===== config.mk =====
export PLATFORM = sky130hd
export DESIGN_NAME = aabb_contact_generator_core
export DESIGN_NICKNAME = d
export VERILOG_FILES = /design/src/rtl/aabb_pkg.sv /design/src/rtl/aabb_front.sv /design/src/rtl/aabb_fifo.sv /design/src/rtl/aabb_back.sv /design/src/rtl/aabb_contact_generator_core.sv
export SDC_FILE = /design/constraint.sdc
export NUM_CORES = 2
export LEC_CHECK = 0
export BUFFER_PORTS_ARGS = -buffer_cell sky130_fd_sc_hd__buf_2
export CAP_MARGIN = 20
export CORE_MARGIN = 2
export CORE_UTILIZATION = 45
export DETAILED_ROUTE_END_ITERATION = 8
export PLACE_DENSITY = 0.72
export SLEW_MARGIN = 20
export SYNTH_ARGS = -nofsm -noshare
export SYNTH_HDL_FRONTEND = slang
export SYNTH_HIERARCHICAL = 1
export SYNTH_SLANG_ARGS = --single-unit

===== constraint.sdc =====
create_clock -name clock -period 21.8 [get_ports clock]
set_input_delay 4.36 -clock clock [delete_from_list [all_inputs] [get_ports clock]]
set_output_delay 4.36 -clock clock [all_outputs]
set_load 0.05 [all_outputs]

===== src/rtl/aabb_pkg.sv =====
// Shared types and constants for the box contact generator.
// No dependencies; imported by every module of the block.
`timescale 1ns / 1ps
`default_nettype none
package aabb_pkg;
   localparam int MaxBoxesDef = 8;
   localparam int IdxW = 3;
   localparam int CntW = 5;
   localparam int CoordW = 32;
   localparam int SizeW = 31;
   localparam int EdgeW = 33;

   typedef struct packed {
      logic signed [CoordW-1:0] left;
      logic signed [CoordW-1:0] top;
      logic [SizeW-1:0]         wid;
      logic [SizeW-1:0]         hgt;
      logic signed [CoordW-1:0] rx;
      logic signed [CoordW-1:0] ry;
   } box_type;

   // One scan job handed from the front to the back.
   typedef struct packed {
      logic            is_end;
      logic [IdxW-1:0] idx_i;
      logic [IdxW-1:0] idx_j;
      box_type         box_i;
      box_type         box_j;
   } job_type;

   typedef struct packed {
      logic             record_kind;
      logic [IdxW-1:0]  first_box;
      logic [IdxW-1:0]  second_box;
      logic             normal_axis;
      logic signed [1:0] normal_sign;
      logic [SizeW-1:0] depth;
      logic [CntW-1:0]  contact_count;
      logic             last_result;
   } rec_type;
endpackage
`default_nettype wire


===== src/rtl/aabb_front.sv =====
// Front end: box store, loading and pair sequencing into job words.
// Depends on aabb_pkg.
`timescale 1ns / 1ps
`default_nettype none
module aabb_front #(
   parameter int MAX_BOXES = aabb_pkg::MaxBoxesDef
) (
   input  wire                  clock,
   input  wire                  reset,
   input  wire                  in_valid,
   output logic                 in_ready,
   input  aabb_pkg::box_type    in_box,
   input  wire                  in_last,
   output logic                 job_valid,
   input  wire                  job_ready,
   output aabb_pkg::job_type    job
);
   import aabb_pkg::*;

   localparam logic [1:0] StLoad = 2'd0;
   localparam logic [1:0] StRead = 2'd1;
   localparam logic [1:0] StEmit = 2'd2;
   localparam logic [1:0] StEnd  = 2'd3;

   box_type mem [MAX_BOXES];
   logic [1:0]      state_ff, state_in;
   logic [IdxW:0]   cnt_ff, cnt_in;
   logic [IdxW-1:0] i_ff, i_in, j_ff, j_in;
   box_type         bi_ff, bj_ff;
   logic            wr;

   assign in_ready = (state_ff == StLoad);
   assign wr = in_valid && in_ready && (cnt_ff < (IdxW+1)'(MAX_BOXES));

   always_ff @(posedge clock) begin
      if (wr) begin
         mem[cnt_ff[IdxW-1:0]] <= in_box;
      end
      bi_ff <= mem[i_ff];
      bj_ff <= mem[j_ff];
   end

   assign job_valid = (state_ff == StEmit) || (state_ff == StEnd);
   always_comb begin
      job.is_end = (state_ff == StEnd);
      job.idx_i  = i_ff;
      job.idx_j  = j_ff;
      job.box_i  = bi_ff;
      job.box_j  = bj_ff;
   end

   always_comb begin
      state_in = state_ff;
      cnt_in   = cnt_ff;
      i_in     = i_ff;
      j_in     = j_ff;
      unique case (state_ff)
         StLoad: begin
            if (in_valid) begin
               cnt_in = wr ? cnt_ff + 1'b1 : cnt_ff;
               if (in_last) begin
                  i_in = '0;
                  j_in = IdxW'(1);
                  if ({1'b0, cnt_in} < (IdxW+2)'(2)) begin
                     state_in = StEnd;
                  end else begin
                     state_in = StRead;
                  end
               end
            end
         end
         StRead: state_in = StEmit;
         StEmit: begin
            if (job_ready) begin
               state_in = StRead;
               if ({1'b0, j_ff} + 1'b1 < {1'b0, cnt_ff}) begin
                  j_in = j_ff + 1'b1;
               end else if ({1'b0, i_ff} + 2'd2 < {1'b0, cnt_ff}) begin
                  i_in = i_ff + 1'b1;
                  j_in = i_ff + 2'd2;
               end else begin
                  state_in = StEnd;
               end
            end
         end
         StEnd: begin
            if (job_ready) begin
               state_in = StLoad;
               cnt_in   = '0;
            end
         end
         default: state_in = StLoad;
      endcase
   end

   always_ff @(posedge clock) begin
      if (reset) begin
         state_ff <= StLoad;
         cnt_ff   <= '0;
         i_ff     <= '0;
         j_ff     <= '0;
      end else begin
         state_ff <= state_in;
         cnt_ff   <= cnt_in;
         i_ff     <= i_in;
         j_ff     <= j_in;
      end
   end

   assert property (@(posedge clock) disable iff (reset)
      (state_ff == StEmit) |-> (i_ff < j_ff))
      else $error("pair order broken");
   assert property (@(posedge clock) disable iff (reset)
      cnt_ff <= (IdxW+1)'(MAX_BOXES))
      else $error("store overfilled");
   assert property (@(posedge clock) disable iff (reset)
      (state_ff == StRead) |=> (state_ff == StEmit))
      else $error("read not followed by emit");
endmodule
`default_nettype wire


===== src/rtl/aabb_fifo.sv =====
// Two-entry job queue between front and back.
// Depends on aabb_pkg.
`timescale 1ns / 1ps
`default_nettype none
module aabb_fifo (
   input  wire                clock,
   input  wire                reset,
   input  wire                wr_valid,
   output logic               wr_ready,
   input  aabb_pkg::job_type  wr_data,
   output logic               rd_valid,
   input  wire                rd_ready,
   output aabb_pkg::job_type  rd_data
);
   import aabb_pkg::*;

   job_type    mem_ff [2];
   logic       wp_ff, rp_ff;
   logic [1:0] fill_ff;
   logic       push, pop;

   assign wr_ready = (fill_ff != 2'd2);
   assign rd_valid = (fill_ff != 2'd0);
   assign rd_data  = mem_ff[rp_ff];
   assign push = wr_valid && wr_ready;
   assign pop  = rd_valid && rd_ready;

   always_ff @(posedge clock) begin
      if (push) begin
         mem_ff[wp_ff] <= wr_data;
      end
      if (reset) begin
         wp_ff <= 1'b0;
         rp_ff <= 1'b0;
         fill_ff <= '0;
      end else begin
         if (push) wp_ff <= ~wp_ff;
         if (pop)  rp_ff <= ~rp_ff;
         fill_ff <= fill_ff + {1'b0, push} - {1'b0, pop};
      end
   end
endmodule
`default_nettype wire


===== src/rtl/aabb_back.sv =====
// Back end: overlap test, contact record build and output register.
// Depends on aabb_pkg.
`timescale 1ns / 1ps
`default_nettype none
module aabb_back (
   input  wire                clock,
   input  wire                reset,
   input  wire                job_valid,
   output logic               job_ready,
   input  aabb_pkg::job_type  job,
   output logic               out_valid,
   input  wire                out_ready,
   output aabb_pkg::rec_type  out_rec
);
   import aabb_pkg::*;

   // Stage 1 registers: intersection width and height and reference offsets.
   logic                     s1_v_ff, s1_end_ff;
   logic [IdxW-1:0]          s1_i_ff, s1_j_ff;
   logic signed [EdgeW:0]    s1_w_ff, s1_h_ff;
   logic signed [CoordW:0]   s1_dx_ff, s1_dy_ff;
   logic                     s1_go;
   logic signed [EdgeW-1:0]  ri, rj, bi, bj, il, it, ir, ib;
   logic signed [CoordW-1:0] li, lj, ti, tj;

   logic [CntW-1:0] count_ff;
   rec_type         rec_ff;
   logic            ov_ff;
   logic            s1_move;

   assign s1_move   = s1_v_ff && (!ov_ff || out_ready);
   assign job_ready = !s1_v_ff || s1_move;
   assign s1_go     = job_valid && job_ready;

   always_comb begin
      li = job.box_i.left; lj = job.box_j.left;
      ti = job.box_i.top;  tj = job.box_j.top;
      ri = EdgeW'(li) + $signed({2'b0, job.box_i.wid});
      rj = EdgeW'(lj) + $signed({2'b0, job.box_j.wid});
      bi = EdgeW'(ti) + $signed({2'b0, job.box_i.hgt});
      bj = EdgeW'(tj) + $signed({2'b0, job.box_j.hgt});
      il = (li > lj) ? EdgeW'(li) : EdgeW'(lj);
      it = (ti > tj) ? EdgeW'(ti) : EdgeW'(tj);
      ir = (ri < rj) ? ri : rj;
      ib = (bi < bj) ? bi : bj;
   end

   always_ff @(posedge clock) begin
      if (s1_go) begin
         s1_end_ff <= job.is_end;
         s1_i_ff   <= job.idx_i;
         s1_j_ff   <= job.idx_j;
         s1_w_ff   <= (EdgeW+1)'(ir) - (EdgeW+1)'(il);
         s1_h_ff   <= (EdgeW+1)'(ib) - (EdgeW+1)'(it);
         s1_dx_ff  <= (CoordW+1)'(job.box_i.rx) - (CoordW+1)'(job.box_j.rx);
         s1_dy_ff  <= (CoordW+1)'(job.box_i.ry) - (CoordW+1)'(job.box_j.ry);
      end
      if (reset) begin
         s1_v_ff <= 1'b0;
      end else if (s1_go) begin
         s1_v_ff <= 1'b1;
      end else if (s1_move) begin
         s1_v_ff <= 1'b0;
      end
   end

   // Stage 2: classify and build the record.
   logic                   hit, ax;
   logic signed [CoordW:0] df;
   rec_type                nrec;
   always_comb begin
      hit = (s1_w_ff > 0) && (s1_h_ff > 0);
      ax  = !(s1_w_ff <= s1_h_ff);
      df  = ax ? s1_dy_ff : s1_dx_ff;
      nrec = '0;
      if (s1_end_ff) begin
         nrec.record_kind   = 1'b1;
         nrec.contact_count = count_ff;
         nrec.last_result   = 1'b1;
      end else begin
         nrec.first_box   = s1_i_ff;
         nrec.second_box  = s1_j_ff;
         nrec.normal_axis = ax;
         nrec.normal_sign = (df > 0) ? 2'sd1 : ((df < 0) ? -2'sd1 : 2'sd0);
         nrec.depth       = ax ? s1_h_ff[SizeW-1:0] : s1_w_ff[SizeW-1:0];
      end
   end

   always_ff @(posedge clock) begin
      if (s1_move) begin
         rec_ff <= nrec;
      end
      if (reset) begin
         ov_ff    <= 1'b0;
         count_ff <= '0;
      end else begin
         if (s1_move) begin
            ov_ff <= s1_end_ff || hit;
            if (s1_end_ff) count_ff <= '0;
            else if (hit)  count_ff <= count_ff + 1'b1;
         end else if (out_ready) begin
            ov_ff <= 1'b0;
         end
      end
   end

   assign out_valid = ov_ff;
   assign out_rec   = rec_ff;

   assert property (@(posedge clock) disable iff (reset)
      (ov_ff && !out_ready) |=> $stable(rec_ff))
      else $error("record changed while stalled");
   assert property (@(posedge clock) disable iff (reset)
      (ov_ff && rec_ff.record_kind) |-> (rec_ff.first_box == '0))
      else $error("end record carries a box");
   assert property (@(posedge clock) disable iff (reset)
      count_ff <= CntW'(28))
      else $error("contact count overflow");
endmodule
`default_nettype wire


===== src/rtl/aabb_contact_generator_core.sv =====
// Top level of the box contact generator: front, job queue and back.
// Depends on aabb_pkg, aabb_front, aabb_fifo and aabb_back.
//
// Usage: send one box per req word. tdata holds, from bit 0 up, box_left,
// box_top, box_width, box_height, ref_x and ref_y; tlast marks the last box.
// Boxes load at one word per cycle. The store holds MAX_BOXES boxes; extra
// boxes are dropped. After the box with tlast, the front reads each pair
// i<j from the store and queues it; the back tests the overlap and sends a
// contact word on rsp for each overlapping pair, then an end word with
// tuser high carrying the contact count and tlast high.
// The front reads each pair from the store ahead of its job and moves on to
// the next pair once that job is taken; eight boxes give a set of 28 pairs.
// While the scan runs, req_tready is low. When rsp stalls, the back holds
// its word, the queue fills and the front waits; nothing is lost.
// Reset (synchronous, active high) empties the store and the queue.
`timescale 1ns / 1ps
`default_nettype none
module aabb_contact_generator_core #(
   parameter int MAX_BOXES = aabb_pkg::MaxBoxesDef
) (
   input  wire          clock,
   input  wire          reset,
   input  wire          req_tvalid,
   output logic         req_tready,
   // box_left, box_top, box_width, box_height, ref_x, ref_y; zero pad
   input  wire  [191:0] req_tdata,
   input  wire          req_tlast,
   output logic         rsp_tvalid,
   input  wire          rsp_tready,
   // first_box, second_box, normal_axis, normal_sign, depth, contact_count;
   // zero pad
   output logic [47:0]  rsp_tdata,
   // record_kind
   output logic         rsp_tuser,
   output logic         rsp_tlast
);
   import aabb_pkg::*;

   box_type in_box;
   job_type f_job, q_job;
   logic    f_valid, f_ready, q_valid, q_ready;
   rec_type rec;

   // Unpack the request word into a box.
   always_comb begin
      in_box.left = req_tdata[31:0];
      in_box.top  = req_tdata[63:32];
      in_box.wid  = req_tdata[94:64];
      in_box.hgt  = req_tdata[125:95];
      in_box.rx   = req_tdata[157:126];
      in_box.ry   = req_tdata[189:158];
   end

   aabb_front #(.MAX_BOXES(MAX_BOXES)) u_front (
      .clock(clock), .reset(reset),
      .in_valid(req_tvalid), .in_ready(req_tready),
      .in_box(in_box), .in_last(req_tlast),
      .job_valid(f_valid), .job_ready(f_ready), .job(f_job)
   );

   aabb_fifo u_fifo (
      .clock(clock), .reset(reset),
      .wr_valid(f_valid), .wr_ready(f_ready), .wr_data(f_job),
      .rd_valid(q_valid), .rd_ready(q_ready), .rd_data(q_job)
   );

   aabb_back u_back (
      .clock(clock), .reset(reset),
      .job_valid(q_valid), .job_ready(q_ready), .job(q_job),
      .out_valid(rsp_tvalid), .out_ready(rsp_tready), .out_rec(rec)
   );

   assign rsp_tuser = rec.record_kind;
   assign rsp_tlast = rec.last_result;
   assign rsp_tdata = {3'b0, rec.contact_count, rec.depth, rec.normal_sign,
                       rec.normal_axis, rec.second_box, rec.first_box};
endmodule
`default_nettype wire


==> impl_metrics.env <==
export IMPL_status="complete, no violations"
export IMPL_start_util_pct=45.3
export IMPL_syn_area_per_cell_um2=17.3
export IMPL_netlist_area_mm2=0.135
export IMPL_antenna_found_initial=100
export IMPL_drv_slew=0
export IMPL_viasPerCell=5.91
export IMPL_drive_gt1_share_pct=25.5
export IMPL_vias=72633
export IMPL_area_growth_pct=10.6
export IMPL_setup_tns_ns=0
export IMPL_cts_tree="yes"
export IMPL_clkSinkCount=2885
export IMPL_ys_ff_latch=2885
export IMPL_core_area_mm2=0.298
export IMPL_crit_required_ns=22.37
export IMPL_wire_per_inst_um=25.8
export IMPL_htreeDepth=5
export IMPL_grt_usage_pct=20.5
export IMPL_synth_top_family_by_area="multiplexers"
export IMPL_synth_simple_gate_area_share_pct=3.55
export IMPL_path_class="flop to flop"
export IMPL_io_buffers=243
export IMPL_yosysUniqueCellTypes=107
export IMPL_synth_edf_count=2481
export IMPL_syn_inst=7781
export IMPL_die_h_um=551
export IMPL_path_max_fanout=37
export IMPL_post_cts_buffers=0
export IMPL_synth_compound_area_share_pct=5.18
export IMPL_drv_cap=0
export IMPL_nFillCells=23524
export IMPL_clk_insertion_delay_late_ns=0.87
export IMPL_hold_path_class="flop to flop"
export IMPL_io_pins=249
export IMPL_synthArstFlopShare_pct=0
export IMPL_grt_overflow=0
export IMPL_grt_pass1_vias=74529
export IMPL_root_buffer="clkbuf_16"
export IMPL_finalWeightedCongestion=0.927
export IMPL_dp_final_hpwl_um=205000
export IMPL_hold_viol=0
export IMPL_worst_pin_slew_ns=1.25
export IMPL_crit_arrival_ns=12.72
export IMPL_cts_resized=0
export IMPL_ys_top_cells_by_count="edfxtp_1 (2481), mux2_2 (458), mux4_2 (434)"
export IMPL_synthFlopType="edfxtp_1"
export IMPL_holdBufCountCts=0
export IMPL_setup_viol=0
export IMPL_fmax_mhz=82.4
export IMPL_max_stage_delay_ns=1.02
export IMPL_startpoint_type="flop"
export IMPL_crit_path_end_kind="flop"
export IMPL_slew_headroom_pct=16.6
export IMPL_clock_path_buffers=4
export IMPL_dieArea_mm2=0.304
export IMPL_cp_buffers_inverters=5
export IMPL_synthAdderAreaFrac_pct=4.13
export IMPL_cts_buffers=292
export IMPL_dr_pass1_iters=7
export IMPL_worst_path_max_delay_cell="a2111oi_0"
export IMPL_regArea_mm2=0.0826
export IMPL_path_clk_slew_ns=0.06
export IMPL_synth_xor_area_share_pct=1.42
export IMPL_fin_crit_sh_pct=55.7
export IMPL_synth_top_cell_by_area="edfxtp_1"
export IMPL_drcViolationCount=0
export IMPL_synth_top_area_share_pct=55.3
export IMPL_ys_warn_count=6
export IMPL_synth_area_top_cells="edfxtp_1 (55%), mux4_2 (7.2%), mux4_1 (6.4%)"
export IMPL_nets=8739
export IMPL_die_x_um=551
export IMPL_skew_ns=0.0668
export IMPL_first_iter_violations=6021
export IMPL_ys_seq_area_share_pct=61.3
export IMPL_num_rows=200
export IMPL_grt_pass1_wl_um=469000
export IMPL_worst_path_dominant_cell_family="compound AO/OA/AOI/OAI gates"
export IMPL_crit_top_cell="buf_4"
export IMPL_drt_total_wl_um=317000
export IMPL_rsz0062_at_grt="no"
export IMPL_multi_input_area_mm2=0.0488
export IMPL_grt_max_degree=118
export IMPL_period_needed_ns=12.14
export IMPL_muxShareOfSynthArea_pct=21.8
export IMPL_ant_nets=0
export IMPL_synth_most_common_cell="edfxtp_1"
-- layer usage --
layer  vias up  wire (um)  global-route usage (%)
met4        64       8390                    5.61
li1      32142          -                       -
met3       590      22900                    4.28
met1     37466     131000                    27.2
met5         -        395                       0
met2      2371     154000                    34.2
-- registers in the layout (all words and copies together) (netlist names), 33 cells and up, named ones only --
signal / flops
u_back/s1_h_ff: 34
u_front/mem: 1520
u_back/s1_dx_ff: 33
u_back/out_rec: 46
u_back/s1_w_ff: 34
u_back/s1_dy_ff: 33
u_fifo/mem_ff: 774
u_front/job: 380
-- cells in the final DEF, fill, tap and decap left out, types with 34 or more instances in the layout --
cell type and n:
a2111oi_0 38, a21o_1 151, a21oi_1 299, buf_2 243
buf_4 118, clkbuf_1 70, clkbuf_16 294, clkinv_2 54
dfxtp_1 397, edfxtp_1 2481, ha_1 430, inv_1 298
mux2_2 458, mux2_4 341, mux2i_1 80, mux4_1 326
mux4_2 434, nand2_1 126, nand2b_1 108, nand3_1 108
nand4_1 49, nor2_1 269, nor2b_1 50, nor3_1 70
nor4_1 34, o21a_1 65, o21ai_0 146, o21bai_1 53
xnor2_1 144, xor2_1 72
-- cells by family (layout without fill, tap and decap cells) --
family,Yosys count,after routing
AO/OA/AOI/OAI,1012,1012
XOR/XNOR,217,217
adder cells (fa/ha/maj),440,440
buffers and inverters,642,1194
flip-flops,2885,2885
multiplexers,1640,1640
other,1,26
AND/OR/NAND/NOR,944,944
-- metrics by stage --
step           setup WS, ns  hold slack (ns)  util, %  cells  cell area, um2
4_1_cts                9.83            0.394     50.1  12274          149000
5_1_grt                9.01            0.390     50.1  12284          149000
3_3_place_gp           9.85            0.404     47.0  11747          140000
2_1_floorplan          3.15            0.404        -   7783          135000
6_report               9.66            0.399     50.1  12297          149000
3_5_place_dp           9.92            0.411     47.0  11748          140000
-- worst register-to-register path: cells and delay by family, from the launching register on --
family / cells / cell delay [ns]
simple gates: 4 / 0.92
buf+inv: 5 / 2.78
fa+ha+maj: 4 / 1.43
mux: 5 / 1.76
flops: 1 / 0.64
compound gates: 17 / 4.35
-- path summary, 6_finish.rpt --
kind / startpoint / end / slack (ns) / depth (start not counted)
max reg2reg: flop / u_back/s1_w_ff[33] / 9.66 / 35
min reg2reg: u_front/job[65] / u_fifo/mem_ff[0][65] / 0.40 / 0
max: flop / u_back/s1_w_ff[33] / 9.66 / 35
min: u_front/job[65] / u_fifo/mem_ff[0][65] / 0.40 / 0
-- final cells by class --
cell class                 instances  area share [%]
sequential                      2885            55.4
multi-input combinational       4256            32.7
clock buffer                     381            5.27
tap                             3939            3.30
timing repair buffer             370            1.54
clock inverter                   145           0.959
inverter                         298           0.750
antenna                           23          0.0386
Power is not shown: default switching activity piles up to over one toggle a cycle in this logic, so the estimate is an artifact.
